[src/rtl/llim_pkg.sv]
package llim_pkg;

    localparam int MAX_FRAMES  = 64;
    localparam int SAMPLE_BITS = 24;
    localparam int GAIN_BITS   = 24;
    localparam int FRAC_BITS   = SAMPLE_BITS - 1;
    localparam int ADDR_BITS   = (MAX_FRAMES > 1) ? $clog2(MAX_FRAMES) : 1;
    localparam int CNT_BITS    = $clog2(MAX_FRAMES + 1);
    localparam int DIV_BITS    = $clog2(FRAC_BITS);
    localparam int PROD_BITS   = 2 * SAMPLE_BITS + 1;
    localparam int CFG_IDX_BITS = 2;
    localparam int CFG_DATA_BITS = 24;
    localparam int CHAN_BITS   = 2;

    localparam logic [GAIN_BITS-1:0] ONE_GAIN = GAIN_BITS'(1) << FRAC_BITS;
    localparam logic [PROD_BITS-1:0] ROUND_HALF = PROD_BITS'(1) << (FRAC_BITS - 1);

    // Register indexes of the configuration port.
    localparam logic [CFG_IDX_BITS-1:0] CFG_CHANNELS = 2'd0;
    localparam logic [CFG_IDX_BITS-1:0] CFG_CEILING  = 2'd1;
    localparam logic [CFG_IDX_BITS-1:0] CFG_ATTACK   = 2'd2;
    localparam logic [CFG_IDX_BITS-1:0] CFG_RELEASE  = 2'd3;

    localparam logic [CHAN_BITS-1:0]     RST_CHANNELS = 2'd2;
    localparam logic [CFG_DATA_BITS-1:0] RST_CEILING  = 24'd8388608;
    localparam logic [CFG_DATA_BITS-1:0] RST_ATTACK   = 24'd34953;
    localparam logic [CFG_DATA_BITS-1:0] RST_RELEASE  = 24'd3495;

    typedef enum logic [3:0] {
        ST_IDLE,
        ST_DIVIDE,
        ST_STORE,
        ST_FWD_INIT,
        ST_FWD_PRIME,
        ST_FWD_RD,
        ST_FWD_WR,
        ST_BWD_RD,
        ST_BWD_WR,
        ST_OUT_RD,
        ST_OUT_MUL,
        ST_OUT_WAIT
    } state_t;

    typedef enum logic [1:0] {
        IDX_HOLD,
        IDX_CLR,
        IDX_INC,
        IDX_DEC
    } idx_op_t;

    typedef struct packed {
        logic    in_ready;
        logic    div_step;
        logic    store_gain;
        logic    prev_load;
        logic    pass_wr;
        logic    backward;
        logic    mul_load;
        logic    out_load;
        logic    count_clr;
        idx_op_t idx_op;
    } cmd_t;

    typedef struct packed {
        logic in_valid;
        logic need_div;
        logic div_last;
        logic block_end;
        logic one_frame;
        logic idx_last;
        logic idx_zero;
        logic out_free;
    } sts_t;

endpackage

[src/rtl/llim_ctrl.sv]
module llim_ctrl
    import llim_pkg::*;
(
    input  logic clk,
    input  logic rst_n,
    input  sts_t sts,
    output cmd_t cmd
);
    state_t state_reg;
    state_t state_next;

    always_ff @(posedge clk or negedge rst_n)
    begin
        if (!rst_n)
        begin
            state_reg <= ST_IDLE;
        end
        else
        begin
            state_reg <= state_next;
        end
    end

    always_comb
    begin
        state_next = state_reg;
        unique case (state_reg)
            ST_IDLE:
            begin
                if (sts.in_valid)
                begin
                    state_next = ST_DIVIDE;
                end
            end
            ST_DIVIDE:
            begin
                if (!sts.need_div || sts.div_last)
                begin
                    state_next = ST_STORE;
                end
            end
            ST_STORE:     state_next = sts.block_end ? ST_FWD_INIT : ST_IDLE;
            ST_FWD_INIT:  state_next = ST_FWD_PRIME;
            ST_FWD_PRIME: state_next = sts.one_frame ? ST_OUT_RD : ST_FWD_RD;
            ST_FWD_RD:    state_next = ST_FWD_WR;
            ST_FWD_WR:    state_next = sts.idx_last ? ST_BWD_RD : ST_FWD_RD;
            ST_BWD_RD:    state_next = ST_BWD_WR;
            ST_BWD_WR:    state_next = sts.idx_zero ? ST_OUT_RD : ST_BWD_RD;
            ST_OUT_RD:    state_next = ST_OUT_MUL;
            ST_OUT_MUL:   state_next = ST_OUT_WAIT;
            ST_OUT_WAIT:
            begin
                if (sts.out_free)
                begin
                    state_next = sts.idx_last ? ST_IDLE : ST_OUT_RD;
                end
            end
            default:      state_next = ST_IDLE;
        endcase
    end

    always_comb
    begin
        cmd = '0;
        cmd.idx_op = IDX_HOLD;
        unique case (state_reg)
            ST_IDLE:      cmd.in_ready = 1'b1;
            ST_DIVIDE:    cmd.div_step = 1'b1;
            ST_STORE:
            begin
                cmd.store_gain = 1'b1;
                if (sts.block_end)
                begin
                    cmd.idx_op = IDX_CLR;
                end
            end
            ST_FWD_INIT:  cmd.idx_op = IDX_INC;
            ST_FWD_PRIME:
            begin
                cmd.prev_load = 1'b1;
                if (sts.one_frame)
                begin
                    cmd.idx_op = IDX_CLR;
                end
            end
            ST_FWD_RD:    cmd.idx_op = IDX_HOLD;
            ST_FWD_WR:
            begin
                cmd.pass_wr = 1'b1;
                cmd.idx_op  = sts.idx_last ? IDX_DEC : IDX_INC;
            end
            ST_BWD_RD:    cmd.backward = 1'b1;
            ST_BWD_WR:
            begin
                cmd.pass_wr  = 1'b1;
                cmd.backward = 1'b1;
                cmd.idx_op   = sts.idx_zero ? IDX_CLR : IDX_DEC;
            end
            ST_OUT_RD:    cmd.idx_op = IDX_HOLD;
            ST_OUT_MUL:   cmd.mul_load = 1'b1;
            ST_OUT_WAIT:
            begin
                if (sts.out_free)
                begin
                    cmd.out_load = 1'b1;
                    if (sts.idx_last)
                    begin
                        cmd.idx_op    = IDX_CLR;
                        cmd.count_clr = 1'b1;
                    end
                    else
                    begin
                        cmd.idx_op = IDX_INC;
                    end
                end
            end
            default:      cmd.idx_op = IDX_HOLD;
        endcase
    end
endmodule

[config.mk]
export PLATFORM = sky130hd
export DESIGN_NAME = llim_ctrl
export DESIGN_NICKNAME = d
export VERILOG_FILES = /design/src/rtl/llim_pkg.sv /design/src/rtl/llim_ctrl.sv
export SDC_FILE = /design/constraint.sdc
export NUM_CORES = 1
export LEC_CHECK = 0
export BUFFER_PORTS_ARGS = -buffer_cell sky130_fd_sc_hd__clkbuf_2
export CAP_MARGIN = 30
export CORE_AREA = 2 2 39 41
export DETAILED_ROUTE_END_ITERATION = 8
export DIE_AREA = 0 0 41 43
export PLACE_DENSITY = 0.64
export SYNTH_ARGS = -nofsm -noshare
export SYNTH_HDL_FRONTEND = slang
export SYNTH_SLANG_ARGS = --single-unit
[constraint.sdc]
create_clock -name clk -period 1.1 [get_ports clk]
set_input_delay 0 -clock clk [delete_from_list [all_inputs] [get_ports clk]]
set_output_delay 0 -clock clk [all_outputs]
set_load 0.01 [all_outputs]
; ---- After elaboration in Yosys (flattened, before gate mapping)
; Cells that the tools add are included.
[word_totals]
reg_bits = 4
wordCells = 46
[classes]
eq_ne = 14
n_mux = 25
n_reduce_logical = 6
[ops]
columns = operator, count
row1 = case mux 4 bit (12 select lines), 1
row2 = two-way mux 4 bit, 7
row3 = "== test 4 x 3 -> 1 bit, second input constant", 4
row4 = "== test 4 bit, second input constant", 4
row5 = case mux 2 bit (6 select lines), 1
row6 = two-way mux 1 bit, 11
row7 = two-way mux 2 bit, 5
row8 = "== test 4 x 2 -> 1 bit, second input constant", 2
row9 = "!= test 2 bit, second input constant", 3
row10 = "== test 4 x 1 -> 1 bit, second input constant", 1
row11 = zero test 4 bit, 1
row12 = OR reduction 2 bit, 2
row13 = AND reduction 3 bit, 1
row14 = zero test 1 bit, 1
row15 = logical OR 1 bit, 1

; ---- Depth between registers and ports, before layout
[logic_depth]
ltp_word = 4
ltp_mapped = 5

; ---- Least setup slack after synthesis
; Ideal clock, no wire load.
[synth_path]
kind = register to register
from = register state_reg[1]
to = register state_reg[0]
setup_ps = 126
t_arrival_ps = 1227
t_required_ps = 974
setup_slack_ps = -253
stages_incl_launch_ff = 5
path_buffers = 0
cell_sequence = dfrtp_1 or2_1 nor3_2 a21boi_1 a311o_1
[synth_via]
elab_chain_len = 3
word_cells_on_any_way = 17
classes_between = eq/ne (14) / mux (1) / reduce/logical (2)
[synth_rtl]
columns = item, line
row1 = "start, declared", llim_ctrl.sv:9  ; state_t state_reg;
row2 = "start signal, assigned", llim_ctrl.sv:20  ; state_reg <= state_next;
row3 = == test 4 x 1 -> 1 bit (tied with other cells), llim_ctrl.sv:27  ; unique case (state_reg)
row4 = != test 2 bit (no source line), --
row5 = AND reduction 3 bit (no source line), --
; Several ways; a longest one is shown, not always the timed one.
; A chain may end at the register's enable or synchronous reset.

==> metrics.md <==
| Metric | Value |
|---|---|
| CTS tree | `done` |
| PwrDens | `2630 mW/mm^2` |
| CP arrival | `roughly 1500 ps` |
| Dpl hpwl | `between 1000 and 1500 um` |
| Clock-pin slew on the worst setup and hold paths | `around 40 ps` |
| Register area share after synthesis | `21.2%` |
| Core area | `between 0.001 and 0.0015 mm^2` |
| Slowest cell on crit path | `dfrtp_2` |
| Main synth FF type | `dfrtp_1` |
| Status | `finished with violations` |
| CP Capture Type | `output pin` |
| Die X | `41 um` |
| R2r setup slk | `-300 ps` |
| Via count of the routed design | `672` |
| Warnings from Yosys | `0` |
| Max_cap viols | `0` |
| Synthesized area | `473 um^2` |
| RePlAce Congestion | `between 0.9 and 1` |
| Tightest Hold Check Type | `in2reg` |
| Largest net degree at the start of global routing | `11` |
| Share of cells above drive strength 1 | `75.2%` |
| Final #Nets | `roughly 130` |
| CTS buffer count | `3` |
| Num rows | `14` |
| Initial antenna violation count | `0` |
| Async SR Flop Fraction | `100%` |
| Placed insts | `108` |
| GRT Resource Usage Total | `around 23%` |
| Initial DRC Count | `14` |
| Crit path kind | `reg2out` |
| Slew Viols, Final | `0` |
| Non-filler cells in the finished layout | `129` |
| Drt wl/cell | `14.4 um` |
| Mean Syn Cell Area | `between 7 and 8 um^2` |
| Critical Path Fanout Max | `6` |
| Vias in the first global route | `between 600 and 700` |
| Synth Register Bits | `4` |
| CP cell instances | `buf_6, nor3_4, mux2i_1, nor2_1, a21o_1, clkbuf_2` |
| Worst reg2reg path depth | `5` |
| Syn nets | `71` |
| Fmax | `678 MHz` |
| Vias/cell | `5.21` |
| Hold depth | `3` |
| First-pass GRT wire length | `approximately 2700 um` |
| Cells after Synth | `between 60 and 70` |
| Part of the cycle the worst path needs | `134%` |
| Fin. Hold Viols | `0` |
| Sink Count | `4` |
| DRT antenna net count | `0` |
| Layout area overhead | `117%` |
| Port-buffer cells | `20` |
| Critical Path Max Stage Delay | `~430 ps` |
| Tightest Pin Transition | `255 ps` |
| # diodes | `0` |
| Pleak | `0.519 nW` |
| Most common cell after layout, fill and taps aside | `buf_4` |
| Failing checks | `negative setup slack` |
| Insertion delay to the later sink of the worst-skew pair | `approximately 240 ps` |
| Synth cell types | `30` |
| Die footprint | `0.00176 mm^2` |
| Detailed Routing Iterations Pass 1 | `6` |
| Startpoint types | `flip-flop` |
| Rel. slew slack | `between 80% and 90%` |
| RSZ-0062 raised after global routing | `yes` |
| Initial Util | `34.2%` |
| Worst Path Required | `1100 ps` |
| Final TNS setup | `-3610 ps` |
| Fill count | `88` |
| Peak supply drop | `1380 uV` |
| Post-synth EDFFs | `0` |
| Commonest non-fill, non-tap cells in the layout | `buf_4 (20), buf_6 (13), clkbuf_2 (10)` |
| CTS root buf | `clkbuf_4` |
| Ports | `21` |
| Clock Skew | `4.10 ps` |
| Die height | `43 um` |
| Final setup viols | `15` |
| Maximum clock path buffer count | `2` |
| Routed WL | `1850 um` |
| Grt total ovfl | `0` |
| Final WS setup | `-374 ps` |
| CTS HTree Levels | `1` |
| Minimum clock period | `roughly 1500 ps` |
| DRC violations left | `0` |
| Max reg flops | `4` |
cell usage after synthesis, types with 2 or more instances:
master	count	area share (%)
nor2_1	8	6.3
nand2_1	6	4.8
nand2b_1	6	7.9
a21oi_1	4	4.2
dfrtp_1	4	21
a21o_1	2	3.2
buf_2	2	2.1
inv_1	2	1.6
mux2i_1	2	4.2
nor3_1	2	2.1
nor3_2	2	4.2
o221ai_1	2	3.7
o22ai_1	2	2.6
what timing repair did:
action | 4_1_cts | 5_1_grt
gates resized for setup | 31 | 17
hold endpoints to repair | 4 | 0
gates cloned | 0 | 1
pin swaps | 10 | 8
buffers inserted | 10 | 6
setup endpoints to repair | 15 | 15
hold buffers | 1 | 0
layout make-up:
type / count / area [um^2] / area share (%)
Multi-Input combinational cell: 51 / 472 / 46.0
Clock buffer: 3 / 22.5 / 2.20
Inverter: 2 / 7.51 / 0.732
Sequential cell: 4 / 103 / 10.0
Timing Repair Buffer: 53 / 402 / 39.1
Tap cell: 16 / 20.0 / 1.95
path summary, 6_finish.rpt:
check | start | endpoint
hold reg to reg | state_reg[3] | state_reg[1]
setup reg to reg | state_reg[2] | state_reg[0]
max in group asynchronous | rst_n | state_reg[2]
setup / recovery | state_reg[1] | cmd[1]
hold / removal | sts[6] | state_reg[1]
min in group asynchronous | rst_n | state_reg[0]
stage by stage:
stage	utilization, %	power [mW]	instance area, um^2	setup slack (ps)	hold WS [ps]
after floorplan	-	1.14	495	-191	-296
after global placement	50.4	1.63	697	-213	-186
after detailed placement	50.4	1.65	697	-260	-186
after CTS	67.5	2.43	935	-335	93.1
after global routing	74.1	2.87	1030	-447	119
final	74.1	2.70	1030	-374	126
critical path, delay by kind of cell, from the launching register on:
family	cells	cell delay, ps
AND/OR/NAND/NOR	2	350
buffers and inverters	2	260
AO/OA/AOI/OAI	1	100
flip-flops	1	430
multiplexers	1	100
report_power, final:
group / switching (mW) / total, mW / internal [mW]
sequential: 0.0880 / 0.305 / 0.217
combinational: 0.956 / 2.21 / 1.26
clock: 0.0601 / 0.182 / 0.122
total: 1.10 / 2.70 / 1.60
logic make-up (layout without fill, tap and decap cells):
kind of cell / after synthesis / after routing / synth area share (%)
compound gates: 16 / 16 / 24.3
simple gates: 33 / 33 / 42.6
flops: 4 / 4 / 21.2
buf+inv: 6 / 58 / 7.67
mux: 2 / 2 / 4.23
per-layer routing:
| layer | track usage (%) | routed length [um] |
|---|---|---|
| met2 | 38.1 | 985 |
| met4 | 8.00 | 14 |
| met1 | 26.6 | 797 |
| met3 | 6.28 | 54 |
| met5 | 0 | 0 |
Note: power is estimated with default switching activity, not from simulation.
